===== config.mk =====
export PLATFORM = sky130hd
export DESIGN_NAME = positional_list_engine
export DESIGN_NICKNAME = d
export VERILOG_FILES = /design/src/design/ple_pkg.sv /design/src/design/positional_list_engine.sv /design/src/design/ple_ram.sv
export SDC_FILE = /design/constraint.sdc
export NUM_CORES = 1
export LEC_CHECK = 0
export BUFFER_PORTS_ARGS = -buffer_cell sky130_fd_sc_hd__buf_2
export CORE_MARGIN = 4
export CORE_UTILIZATION = 56
export DETAILED_ROUTE_END_ITERATION = 10
export GPL_TIMING_DRIVEN = 0
export PLACE_DENSITY = 0.73
export RECOVER_POWER = 25
export SKIP_LAST_GASP = 1
export SLEW_MARGIN = 40
export SYNTH_ARGS = -nofsm -noshare
export SYNTH_HDL_FRONTEND = slang
export SYNTH_SLANG_ARGS = --single-unit

===== constraint.sdc =====
create_clock -name clk_i -period 4.7 [get_ports clk_i]
set_input_delay 0.47 -clock clk_i [delete_from_list [all_inputs] [get_ports clk_i]]
set_output_delay 0.47 -clock clk_i [all_outputs]
set_load 0.05 [all_outputs]

===== src/design/ple_pkg.sv =====
`default_nettype none

package ple_pkg;

  // Field widths fixed by the item format.
  localparam int PosW  = 5;
  localparam int DataW = 32;

  typedef enum logic [1:0] {
    CMD_INSERT = 2'd0,
    CMD_DELETE = 2'd1,
    CMD_LOCATE = 2'd2,
    CMD_READ   = 2'd3
  } cmd_e;

  typedef enum logic [2:0] {
    ST_IDLE,
    ST_SCAN,
    ST_DRAIN,
    ST_PUT,
    ST_FINISH
  } state_e;

endpackage

`default_nettype wire


===== src/design/positional_list_engine.sv =====
`default_nettype none

// Positional list engine. The block holds an ordered list of up to CAPACITY
// signed 32-bit values in a single synchronous RAM, together with an entry
// count, and runs one command per input item: insert at a 1-based position,
// delete at a position (returning the removed value), locate the first entry
// equal to a value, or read the entry at a position. Every item produces
// exactly one result item carrying a status, the element, the found index and
// the new list length. A bad position, or an insert into a full list, returns
// status 1 and leaves the list untouched. The list is walked through the
// single read port of the RAM, one entry per cycle, and each entry that moves
// is written back in the cycle after it is read. Items are handled one at a time,
// but the next item is taken while the previous result still waits in the
// output register; a command that finishes while that result is still held
// by a stalled output waits in its final cycle until the register is free.
module positional_list_engine
  import ple_pkg::*;
#(
  parameter int CAPACITY = 16
) (
  input  wire logic                    clk_i,
  input  wire logic                    rst_ni,

  input  wire logic                    in_valid_i,
  output logic                         in_stall_o,
  input  wire logic [1:0]              command_i,
  input  wire logic [PosW-1:0]         position_i,
  input  wire logic signed [DataW-1:0] value_i,

  output logic                         out_valid_o,
  input  wire logic                    out_stall_i,
  output logic                         status_o,
  output logic signed [DataW-1:0]      element_o,
  output logic [PosW-1:0]              found_index_o,
  output logic [PosW-1:0]              length_o
);

  // Address width of the RAM, width of the entry count, and a comparison
  // width that holds both a position and the count plus one.
  localparam int AW = (CAPACITY > 1) ? $clog2(CAPACITY) : 1;
  localparam int CW = $clog2(CAPACITY + 1);
  localparam int PW = ((CW > PosW) ? CW : PosW) + 1;

  // Control state.
  state_e          state_q, state_d;
  logic [CW-1:0]   count_q;
  logic            rv_q;        // read data for rv_addr_q arrives this cycle
  logic            first_q;     // next read issued is the first of the walk
  logic            rv_first_q;  // read data now arriving is the first of the walk
  logic            hit_q;       // locate has already seen a match
  logic            out_valid_q;

  // Command payload and walk registers.
  cmd_e            cmd_q;
  logic [DataW-1:0] val_q;
  logic            err_q;
  logic [AW-1:0]   put_addr_q;
  logic [AW-1:0]   addr_q;
  logic [AW-1:0]   last_q;
  logic            up_q;
  logic [AW-1:0]   rv_addr_q;
  logic [DataW-1:0] elem_q;
  logic [CW-1:0]   found_q;

  // Output register.
  logic            status_q;
  logic [DataW-1:0] element_q;
  logic [PosW-1:0] found_out_q;
  logic [PosW-1:0] length_q;

  // RAM port signals.
  logic            ram_we;
  logic [AW-1:0]   ram_waddr;
  logic [DataW-1:0] ram_wdata;
  logic            ram_re;
  logic [DataW-1:0] ram_rdata;

  ple_ram #(
    .Width (DataW),
    .Depth (CAPACITY),
    .AddrW (AW)
  ) u_ram (
    .clk_i   (clk_i),
    .we_i    (ram_we),
    .waddr_i (ram_waddr),
    .wdata_i (ram_wdata),
    .re_i    (ram_re),
    .raddr_i (addr_q),
    .rdata_o (ram_rdata)
  );

  // Handshake terms.
  logic in_acc;
  logic out_free;

  assign in_stall_o = (state_q != ST_IDLE);
  assign in_acc     = in_valid_i && !in_stall_o;
  assign out_free   = !out_valid_q || !out_stall_i;

  // Decode of an incoming command against the current count. All comparisons
  // are done at a width that cannot overflow for any position or capacity.
  logic [PW-1:0] pos_ext;
  logic [PW-1:0] cnt_ext;
  logic [PW-1:0] pos_m1;
  logic [PW-1:0] cnt_m1;
  logic          pos_zero;
  logic          ins_err;
  logic          acc_err;
  logic          ins_append;

  always_comb begin
    pos_ext    = PW'(position_i);
    cnt_ext    = PW'(count_q);
    pos_m1     = pos_ext - PW'(1);
    cnt_m1     = cnt_ext - PW'(1);
    pos_zero   = (position_i == '0);
    ins_err    = pos_zero || (pos_ext > cnt_ext + PW'(1)) || (cnt_ext >= PW'(CAPACITY));
    acc_err    = pos_zero || (pos_ext > cnt_ext);
    ins_append = (pos_ext == cnt_ext + PW'(1));
  end

  // Next-state logic.
  always_comb begin
    state_d = state_q;
    unique case (state_q)
      ST_IDLE: begin
        if (in_acc) begin
          unique case (cmd_e'(command_i))
            CMD_INSERT: begin
              if (ins_err) begin
                state_d = ST_FINISH;
              end else if (ins_append) begin
                state_d = ST_PUT;
              end else begin
                state_d = ST_SCAN;
              end
            end
            CMD_LOCATE: begin
              state_d = (count_q == '0) ? ST_FINISH : ST_SCAN;
            end
            CMD_DELETE, CMD_READ: begin
              state_d = acc_err ? ST_FINISH : ST_SCAN;
            end
            default: state_d = ST_FINISH;
          endcase
        end
      end
      ST_SCAN: begin
        if (addr_q == last_q) begin
          state_d = ST_DRAIN;
        end
      end
      ST_DRAIN: begin
        state_d = (cmd_q == CMD_INSERT) ? ST_PUT : ST_FINISH;
      end
      ST_PUT: begin
        state_d = ST_FINISH;
      end
      ST_FINISH: begin
        if (out_free) begin
          state_d = ST_IDLE;
        end
      end
      default: state_d = ST_IDLE;
    endcase
  end

  // RAM control. Reads are issued while walking; the data returned in the
  // following cycle is written back one place up (insert) or one place down (delete).
  // The first entry read by a delete is the removed value and is not moved.
  always_comb begin
    ram_re    = 1'b0;
    ram_we    = 1'b0;
    ram_waddr = rv_addr_q;
    ram_wdata = ram_rdata;
    unique case (state_q)
      ST_SCAN, ST_DRAIN: begin
        ram_re = (state_q == ST_SCAN);
        if (rv_q) begin
          if (cmd_q == CMD_INSERT) begin
            ram_we    = 1'b1;
            ram_waddr = rv_addr_q + AW'(1);
          end else if (cmd_q == CMD_DELETE && !rv_first_q) begin
            ram_we    = 1'b1;
            ram_waddr = rv_addr_q - AW'(1);
          end
        end
      end
      ST_PUT: begin
        ram_we    = 1'b1;
        ram_waddr = put_addr_q;
        ram_wdata = val_q;
      end
      default: begin
        ram_re = 1'b0;
      end
    endcase
  end

  // Count after the current command completes.
  logic [CW-1:0] count_new;
  logic [PW-1:0] count_new_ext;
  logic [PW-1:0] found_ext;

  always_comb begin
    count_new = count_q;
    if (!err_q) begin
      if (cmd_q == CMD_INSERT) begin
        count_new = count_q + CW'(1);
      end else if (cmd_q == CMD_DELETE) begin
        count_new = count_q - CW'(1);
      end
    end
    count_new_ext = PW'(count_new);
    found_ext     = PW'(found_q);
  end

  // Control registers.
  always_ff @(posedge clk_i or negedge rst_ni) begin
    if (!rst_ni) begin
      state_q     <= ST_IDLE;
      count_q     <= '0;
      rv_q        <= 1'b0;
      first_q     <= 1'b0;
      rv_first_q  <= 1'b0;
      hit_q       <= 1'b0;
      out_valid_q <= 1'b0;
    end else begin
      state_q <= state_d;
      if (in_acc) begin
        first_q <= 1'b1;
        hit_q   <= 1'b0;
        rv_q    <= 1'b0;
      end
      if (state_q == ST_SCAN) begin
        rv_q       <= 1'b1;
        rv_first_q <= first_q;
        first_q    <= 1'b0;
      end else if (state_q == ST_DRAIN) begin
        rv_q <= 1'b0;
      end
      if (rv_q && cmd_q == CMD_LOCATE && !hit_q && ram_rdata == val_q) begin
        hit_q <= 1'b1;
      end
      if (state_q == ST_FINISH && out_free) begin
        count_q     <= count_new;
        out_valid_q <= 1'b1;
      end else if (!out_stall_i) begin
        out_valid_q <= 1'b0;
      end
    end
  end

  // Payload and walk registers.
  always_ff @(posedge clk_i) begin
    if (in_acc) begin
      cmd_q      <= cmd_e'(command_i);
      val_q      <= value_i;
      put_addr_q <= pos_m1[AW-1:0];
      elem_q     <= '0;
      found_q    <= '0;
      unique case (cmd_e'(command_i))
        CMD_INSERT: begin
          err_q  <= ins_err;
          addr_q <= cnt_m1[AW-1:0];
          last_q <= pos_m1[AW-1:0];
          up_q   <= 1'b0;
        end
        CMD_DELETE: begin
          err_q  <= acc_err;
          addr_q <= pos_m1[AW-1:0];
          last_q <= cnt_m1[AW-1:0];
          up_q   <= 1'b1;
        end
        CMD_LOCATE: begin
          err_q  <= 1'b0;
          addr_q <= '0;
          last_q <= cnt_m1[AW-1:0];
          up_q   <= 1'b1;
        end
        CMD_READ: begin
          err_q  <= acc_err;
          addr_q <= pos_m1[AW-1:0];
          last_q <= pos_m1[AW-1:0];
          up_q   <= 1'b1;
        end
        default: begin
          err_q <= 1'b0;
          up_q  <= 1'b1;
        end
      endcase
    end

    if (state_q == ST_SCAN) begin
      rv_addr_q <= addr_q;
      addr_q    <= up_q ? addr_q + AW'(1) : addr_q - AW'(1);
    end

    // Handle the entry whose read data arrives in this cycle.
    if (rv_q) begin
      if (cmd_q == CMD_READ || (cmd_q == CMD_DELETE && rv_first_q)) begin
        elem_q <= ram_rdata;
      end
      if (cmd_q == CMD_LOCATE && !hit_q && ram_rdata == val_q) begin
        found_q <= CW'(rv_addr_q) + CW'(1);
      end
    end

    if (state_q == ST_FINISH && out_free) begin
      status_q    <= err_q;
      element_q   <= elem_q;
      found_out_q <= found_ext[PosW-1:0];
      length_q    <= count_new_ext[PosW-1:0];
    end
  end

  assign out_valid_o   = out_valid_q;
  assign status_o      = status_q;
  assign element_o     = element_q;
  assign found_index_o = found_out_q;
  assign length_o      = length_q;

endmodule

`default_nettype wire


===== src/design/ple_ram.sv =====
`default_nettype none

// Simple dual-port RAM: one write port, one read port with registered data.
module ple_ram #(
  parameter int Width = 32,
  parameter int Depth = 16,
  parameter int AddrW = (Depth > 1) ? $clog2(Depth) : 1
) (
  input  wire logic             clk_i,
  input  wire logic             we_i,
  input  wire logic [AddrW-1:0] waddr_i,
  input  wire logic [Width-1:0] wdata_i,
  input  wire logic             re_i,
  input  wire logic [AddrW-1:0] raddr_i,
  output logic      [Width-1:0] rdata_o
);

  logic [Width-1:0] mem_q [Depth];

  always_ff @(posedge clk_i) begin
    if (we_i) begin
      mem_q[waddr_i] <= wdata_i;
    end
    if (re_i) begin
      rdata_o <= mem_q[raddr_i];
    end
  end

endmodule

`default_nettype wire

== After elaboration in Yosys (flattened, before gate mapping) ==
Memories as Yosys holds them, arrays and structs flattened. A register that Yosys moved wholly into a read port is not among the register bits.
Cells that the tools add are included.
Operators by class
  equal/unequal tests: 17
  multiplexer cells: 46
  $add $sub $neg: 10
  reductions and logical operators: 34
  $lt $le $gt $ge: 3
Operator list (count)
  two-way mux 32 bit: 4
  == test 32 bit: 1
  two-way mux 5 bit: 6
  two-way mux 4 bit: 6
  two-way mux 3 bit: 7
  one-hot mux 4 bit (2 select lines): 2
  subtractor 4 x 1 -> 4 bit (second input constant): 4
  one-hot mux 3 bit (5 select lines): 1
  two-way mux 1 bit: 14
  one-hot mux 4 bit (3 select lines): 1
  zero test 5 bit: 2
  logical AND 1 bit: 9
  one-hot mux 3 bit (3 select lines): 1
  adder 4 x 1 -> 4 bit (second input constant): 2
  == test 2 bit (second input constant): 4
  OR reduction 2 bit: 4
  adder 5 x 1 -> 6 bit (second input constant): 1
  == test 3 x 2 -> 1 bit (second input constant): 2
  == test 5 x 6 -> 1 bit: 1
  > comparator 5 x 6 -> 1 bit: 1
  != test 2 bit (second input constant): 3
  nonzero test 3 bit: 2
  adder 4 x 1 -> 5 bit (second input constant): 1
  adder 5 x 1 -> 5 bit (second input constant): 1
  18 further kinds: 30
Word-level totals
  memories kept: 1
  input port bits: 43
  output and inout port bits: 45
  bits in writable memories: 512
  word-level logic and storage cells: 132
  register bits: 145
Memory list
  u_ram.mem_q: words 16, bits a word 32, read ports 1, clocked after Yosys merged registers in 1, wr ports 1, RTL line ple_ram.sv:18  | logic [Width-1:0] mem_q [Depth];

== Depth between registers and ports, before layout ==
Gate-level depths: netlist (run 1).
  depth in word-level cells: 8
  depth in mapped cells: 9
  mapped depth without buffers: 9

== By module ==
From an unflattened synthesis (run 1), not the netlist that was laid out.
Unflattened totals
  cell total of the unflattened synthesis: 1414
  area total of the unflattened synthesis: 26785.7 µm²
Modules (own cells, without submodules)
  ple_ram: cells each 838, area an instance 20155.6 µm², sequential area each 16335.7 µm², times used 1
  positional_list_engine: cells each 576, area an instance 6630.1 µm², sequential area each 3918.8 µm², times used 1

== Worst setup path after synthesis (run 1) ==
OpenSTA, ideal clock, no wires.
  kind: register to register
  from: register rv_addr_q[0]
  to: memory u_ram.mem_q[13][0], enable pin
  clock period less this slack: 4250 ps
  setup time: 461 ps
  cell stages (with the launch flop): 8
  data required time: 4239 ps
  arrival: 3789 ps
  setup slack: 450 ps
  path buffers: 0
  path through: edfxtp_1 inv_1 ha_1 and3b_1 o21ai_1 or2_1 a221o_1 nor3_1
On the way
  longest elaborated chain between the ends: 5
  elaborated cells between the ends (all ways): 6
  classes of those cells: 2 x add/sub; 4 x mux
RTL lines
  from (decl): RTL line positional_list_engine.sv:61  | logic [AW-1:0] rv_addr_q;
  from (signal assigned): RTL line positional_list_engine.sv:295  | rv_addr_q <= addr_q;
  subtractor 4 x 1 -> 4 bit: RTL line positional_list_engine.sv:185  | ram_waddr = rv_addr_q - AW'(1);
  two-way mux 4 bit: RTL line positional_list_engine.sv:183  | end else if (cmd_q == CMD_DELETE && !rv_first_q) begin
  two-way mux 4 bit: RTL line positional_list_engine.sv:180  | if (cmd_q == CMD_INSERT) begin
  two-way mux 4 bit: RTL line positional_list_engine.sv:179  | if (rv_q) begin
  one-hot mux 4 bit (2 select lines) (*): RTL line positional_list_engine.sv:176  | unique case (state_q)
  to (decl): RTL line ple_ram.sv:18
Every way passes the cells marked *; elsewhere a longest branch is shown, timed or not.

== Worst setup path after layout (run 1) ==
  from: register state_q[0]
  to: memory u_ram.mem_q[15][14], enable pin
On the way
  longest elaborated chain between the ends: 5
  elaborated cells between the ends (all ways): 8
  classes of those cells: 3 x eq/ne; 4 x mux; 1 x reduce/logical
RTL lines
  from (decl): RTL line positional_list_engine.sv:45  | state_e state_q, state_d;
  from (signal assigned): RTL line positional_list_engine.sv:229  | state_q <= state_d;
  == test 3 x 1 -> 1 bit / == test 3 x 2 -> 1 bit (equally long branches): RTL line positional_list_engine.sv:176
  OR reduction 2 bit: RTL line positional_list_engine.sv:176
  one-hot mux 1 bit (2 select lines): RTL line positional_list_engine.sv:176
  two-way mux 1 bit: RTL line ple_ram.sv:21  | if (we_i) begin
  two-way mux 1 bit (not written as such): RTL line ple_ram.sv:22  | mem_q[waddr_i] <= wdata_i;
Parallel ways exist; a longest one is shown, timed or not.

==> reports/results.ini, run 1 <==
[setup_path]
startpoint_type=flip-flop
endpoint_kind=flip-flop
timing.rr.start=state_q[0]$_DFFE_PN0P_
crit_slowest_cell=nor2_1
arrival_ns=4.01
crit_end=u_ram.mem_q[15][14]$_DFFE_PP_
max_stage_delay_ns=0.72
r2r_setup_slack_ns=0.97
required_ns=4.98
timing.rr.end=u_ram.mem_q[15][14]$_DFFE_PP_
r2r_cells=10
cpMostUsedCell=buf_4
worstSetupStartpoint=state_q[0]$_DFFE_PN0P_
critPathKind=flip-flop to flip-flop
path_cells=clkbuf_1 > nand2_1 > nor2_1 > a32o_1 > o21ai_0 > nor3_2 > buf_4 > buf_4 > buf_4 > buf_2
critPathMaxFanout=9

[logic_synthesis]
synth.avg_cell_area_um2=20.1
synth_edf_count=639
synthesis.area_um2=26800
ys_types=57
seq_area_frac_synth_pct=75.5
yosys-top-cells-area=edfxtp_1 (72%), mux4_2 (13%), dfxtp_1 (2.8%)
synth_top_area_share_pct=71.5
async_flop_share_pct=1.89
synth_nets=1398
yosysWarningCount=0
syn_inst=1332
yosys.area.top_type=edfxtp_1
synth_seq_cells=689
synthFlopType=edfxtp_1

[clocking]
cts_buffer_depth=3
cts-resized-gates=0
clkLatencyLatePin_ns=0.59
cts_root_buf=clkbuf_16
htreeDepth=3
clock-sinks=689
cts.clk_slew.worst_paths_ns=0.06
cts_buffers=68
cts_tree=done

[run]
max_cap_violations=0

[drt]
drtIter0Drc=2193
viasPerCell=6.28
dr.pass1.iters=5
wl_um=63400
wl_per_cell_um=28.2
drc=0
postRouteAntennaNets=0
num_vias=14100

[grt]
grt_remaining_overflow=0
grt_pass1_vias=14100
antenna_found_initial=0
grt_util_met3_pct=4.62
busiest_layer=met2
gr-usage-met1_pct=35.6
grt_use_total_pct=25.2
grt_start_max_net_pins=26
grtUsageMet2_pct=41.9
grt_pass1_wl_um=93700

[pwr]
clock_power_share_pct=26.0
power.net_switching_mw=6.29
p_int_mw=13.5
pwr-share-seq_pct=44.1
total_power_mw=19.8
p_per_area_nw_per_um2=641
swShare_pct=31.9
peakVddDrop_mv=0.353
pwr-share-comb_pct=29.9
p_leak_nw=10.5

[floorplan]
rows=79
coreArea_um2=47000
die-width_um=227
dieArea_um2=51500
io_pins=88
start_util_pct=57.1
die_y_um=227

[finish]
final_cell_mix=edfxtp_1 (639), mux4_2 (160), nand2_1 (127)
final_area_um2=30800
diodes=0
final_common_cell=edfxtp_1
fin_cells=2253
drive_above_1_share_pct=26.9
nets=1665
area_growth_syn_to_layout_pct=14.9

[timing]
finalCritPeriodShare_pct=79.5
tightest_slew_ns=1.49
hold_viol=0
slew_violations=0
max_freq_mhz=268
rsz0062_at_grt=false
maxSlewHeadroom_pct=0.984
setup_slack_ns=0.965
skew_ns=0.0161
setup_viol=0
setup_tns_ns=0
min_period_ns=3.73

[placed_design]
gp_congestion=0.856
pre_cts_slack_ns=1.20
placed_cells=2133
placed_area_um2=28900
dp_hpwl_um=43400
io_buffers=87

[min_path]
min_path_type=input pin to flip-flop
holdCritStartpoint=value_i[24]

[status]
status=complete, no violations

-- power by group through the flow --
stage | registers (mW) | clock network, mW | logic, mW
5_1_grt | 8.77 | 5.46 | 6.32
6_report | 8.71 | 5.13 | 5.91
2_1_floorplan | 8.94 | 0 | 3.82
3_3_place_gp | 8.84 | 0 | 5.64
4_1_cts | 8.70 | 5.19 | 6.02
3_5_place_dp | 8.81 | 0 | 5.96
-- logic make-up after synthesis --
| family | count (synthesis) | synth area share [%] |
|---|---|---|
| adder cells (fa/ha/maj) | 23 | 1.10 |
| XOR/XNOR | 54 | 1.76 |
| multiplexers | 173 | 13.9 |
| flip-flops | 689 | 75.5 |
| AO/OA/AOI/OAI | 95 | 2.61 |
| AND/OR/NAND/NOR | 216 | 3.60 |
| buffers and inverters | 82 | 1.47 |
-- state kept, by name (all words and copies together) (netlist names), 2 cells and up --
register and flops:
elem_q 32, addr_q 4, val_q 32, cmd_q 2, put_addr_q 4, length_o 5
u_ram.rdata_o 32, last_q 4, rv_addr_q 4, found_index_o 5, element_o 32, found_q 5
count_q 5, u_ram.mem_q 512, state_q 3
-- stage by stage --
stage          hold slack [ns]  util [%]
4_1_cts                 0.0224      66.0
3_5_place_dp             0.379      61.5
2_1_floorplan            0.174         -
3_3_place_gp             0.380      59.7
5_1_grt                 0.0231      65.6
6_report                0.0526      65.6
-- area by class of cell --
type | count | area (um2)
plain buffers | 61 | 310
multi-input cells | 561 | 6250
fillers | 3019 | 16100
well taps | 607 | 759
flip-flops and latches | 689 | 20300
clock buffers | 81 | 1840
repair buffers | 197 | 1080
clock inverters | 36 | 235
inverters | 21 | 82.6
-- worst max-delay path, delay by kind of cell (launching register included) --
family	cells	cell delay [ns]
buffers and inverters	5	1.14
flip-flops	1	0.33
AO/OA/AOI/OAI	2	0.49
AND/OR/NAND/NOR	3	1.46
-- layer usage --
| metal | part of all wire [%] | routed length (um) |
|---|---|---|
| met1 | 39 | 24800 |
| met2 | 50 | 31900 |
| met3 | 8.4 | 5350 |
| met4 | 2.2 | 1400 |
| met5 | 0 | 0 |
-- synthesized netlist by cell type (4+ instances only) --
| library cell | number |
|---|---|
| nand2_1 | 127 |
| a21oi_1 | 18 |
| clkbuf_1 | 36 |
| ha_1 | 22 |
| nor3_1 | 22 |
| a211oi_1 | 5 |
| nor2b_1 | 5 |
| o21ai_0 | 8 |
| buf_1 | 6 |
| a22o_1 | 32 |
| inv_1 | 21 |
| xnor2_1 | 41 |
| nand4_1 | 11 |
| dfxtp_1 | 37 |
| buf_6 | 10 |
| mux4_2 | 160 |
| xor2_1 | 13 |
| edfxtp_1 | 639 |
| dfrtp_1 | 13 |
| o22ai_1 | 4 |
| nand3_1 | 10 |
| nor4_1 | 5 |
| buf_2 | 9 |
| nor2_1 | 18 |
| mux2i_1 | 9 |
-- worst min-delay path by stage --
stage / slack (ns) / to / cells after the start
floorplan: 0.17 / count_q[0]$_DFFE_PN0P_ / 0
global placement: 0.38 / count_q[3]$_DFFE_PN0P_ / 1
detailed placement: 0.38 / count_q[3]$_DFFE_PN0P_ / 1
CTS: 0.02 / val_q[25]$_DFFE_PP_ / 1
global route: 0.02 / val_q[24]$_DFFE_PP_ / 1
finish: 0.05 / val_q[24]$_DFFE_PP_ / 1
-- repair_timing --
| action | in CTS | in global routing |
|---|---|---|
| hold endpoints to repair | 13 | 0 |
| setup buffers | 0 | 0 |
| hold buffers | 1 | 0 |
| endpoints found under the setup margin | 0 | 0 |
Note: power is estimated with default switching activity, not from simulation.
==> run 2, diff against run 1 <==
--- a/config.mk
+++ b/config.mk
@@ -10,7 +10,7 @@
 export CORE_UTILIZATION = 56
 export DETAILED_ROUTE_END_ITERATION = 10
 export GPL_TIMING_DRIVEN = 0
-export PLACE_DENSITY = 0.73
+export PLACE_DENSITY = 0.76
 export RECOVER_POWER = 25
 export SKIP_LAST_GASP = 1
 export SLEW_MARGIN = 40
==> constraint.sdc (replaced) <==
create_clock -name clk_i -period 3.1 [get_ports clk_i]
set_input_delay 0.31 -clock clk_i [delete_from_list [all_inputs] [get_ports clk_i]]
set_output_delay 0.31 -clock clk_i [all_outputs]
set_load 0.05 [all_outputs]
==> run 2 against run 1 <==
  * Non-clock buffer count is 19 higher
  * Sequential power grew 53%
  * Worst setup slack got worse by 0.86 ns
  * Die area is the same
==> reports/results.ini, run 2 (same netlist as run 1, synthesis figures left out) <==
[finish]
nets=1686
largest_register_ff_count=512
final_common_cell=edfxtp_1
regMostFlops=u_ram.mem_q
area_growth_syn_to_layout_pct=19.2
fin_util_pct=68.1
diodes=0
drive_above_1_share_pct=28.2
nFillCells=2749
final_cell_mix=edfxtp_1 (639), mux4_2 (160), nand2_1 (127)

[floorplan]
io_pins=88
start_util_pct=57.1
dieArea_um2=51500
die_y_um=227
die-width_um=227
rows=79
coreArea_um2=47000

[min_path]
min_to=rv_q$_DFFE_PN0P_
whs_path_depth=4
min_path_type=input pin to flip-flop
holdCritStartpoint=in_valid_i

[clocking]
cts_buffers=70
cts_buffer_depth=3
htreeDepth=3
cts_tree=done
clkLatencyLatePin_ns=0.62
cts_root_buf=clkbuf_16
clock-sinks=689
cts.clk_slew.worst_paths_ns=0.06

[setup_path]
required_ns=3.41
critPathMaxFanout=9
r2r_setup_slack_ns=0.10
startpoint_type=flip-flop
timing.rr.start=rv_addr_q[0]$_DFFE_PP_
critPathKind=flip-flop to flip-flop
endpoint_kind=flip-flop
timing.rr.end=u_ram.mem_q[7][15]$_DFFE_PP_
arrival_ns=3.31
r2r_cells=9

[status]
status=complete, no violations

[timing]
maxSlewHeadroom_pct=32.1
setup_viol=0
tightest_slew_ns=1.02
skew_ns=0.0250
min_period_ns=3.00
slew_violations=0
hold_viol=0
setup_tns_ns=0
max_freq_mhz=334
rsz0062_at_grt=false
finalCritPeriodShare_pct=96.7

[drt]
wl_um=67100
wl_per_cell_um=29.4
drtIter0Drc=2169
dr.pass1.iters=6
viasPerCell=6.45
drc=0
postRouteAntennaNets=0
num_vias=14700

[placed_design]
io_buffers=87
gp_congestion=0.847
dp_hpwl_um=43000

[grt]
antenna_found_initial=0
grt_remaining_overflow=0
grt_pass1_wl_um=98000
grt_pass1_vias=15000
grt_use_total_pct=26.6
grt_start_max_net_pins=25

[run]
max_cap_violations=0

[pwr]
p_per_area_nw_per_um2=993
total_power_mw=31.8
peakVddDrop_mv=0.479
p_leak_nw=10.9

==> run 2: what timing repair did <==
item                                    in CTS  in global routing
endpoints found under the setup margin     136                112
endpoints found under the hold margin       48                  0
setup buffers                                8                  8
hold buffers                                36                  0
resized for setup                           12                 10
pin swaps                                    3                  8
==> run 2: stage by stage <==
step                instances  area, um2  setup WS, ns  hold WS [ns]
CTS                      2281      32000       0.00472        0.0640
global route             2285      32000       0.00124         0.125
global placement         2026      28100         -4.35         0.236
floorplan                1332      26900        -0.998        0.0144
detailed placement       2107      29000        -0.196         0.240
finish                   2285      32000         0.104        0.0967
==> run 2: worst max-delay path, stage by stage (launching register included) <==
cell	delay (ns)
edfxtp_1	0.48
buf_4	0.18
nor4_1	0.25
a31oi_1	0.17
a311oi_2	0.43
a21oi_4	0.27
nor3_4	0.31
buf_6	0.22
buf_8	0.17
buf_6	0.18
==> run 2: metal layers <==
metal	vias to the layer above	track usage, %	wire, um
met4	0	10.4	2580
met2	1077	43.4	33200
met3	161	5.36	7200
met1	7502	35.9	24100
met5	-	0	0
li1	5997	-	-
==> run 2: worst max-delay path by stage <==
stage	start	end	slack, ns	depth (start not counted)
after detailed placement	cmd_q[0]$_DFFE_PP_	u_ram.mem_q[8][19]$_DFFE_PP_	-0.20	9
after global placement	state_q[0]$_DFFE_PN0P_	u_ram.mem_q[11][15]$_DFFE_PP_	-4.35	6
final	rv_addr_q[0]$_DFFE_PP_	u_ram.mem_q[7][15]$_DFFE_PP_	0.10	9
after global routing	rv_addr_q[0]$_DFFE_PP_	u_ram.mem_q[9][13]$_DFFE_PP_	0.001	9
after CTS	state_q[0]$_DFFE_PN0P_	u_ram.mem_q[11][21]$_DFFE_PP_	0.005	9
after floorplan	cmd_q[1]$_DFFE_PP_	u_ram.mem_q[10][0]$_DFFE_PP_	-1.0	6
==> run 2: area by class of cell <==
cell class | instances | area, um2 | area share, %
sequential | 689 | 20300 | 63.4
multi-input combinational | 561 | 6470 | 20.2
clock buffer | 89 | 1850 | 5.80
timing repair buffer | 220 | 1610 | 5.04
tap | 607 | 759 | 2.38
clock inverter | 41 | 621 | 1.94
buffer | 57 | 317 | 0.990
inverter | 21 | 83.8 | 0.262
==> run 2: power breakdown <==
part / switching [mW] / internal, mW
sequential: 0.763 / 12.5
combinational: 5.81 / 3.58
clock: 3.63 / 5.46
total: 10.2 / 21.6
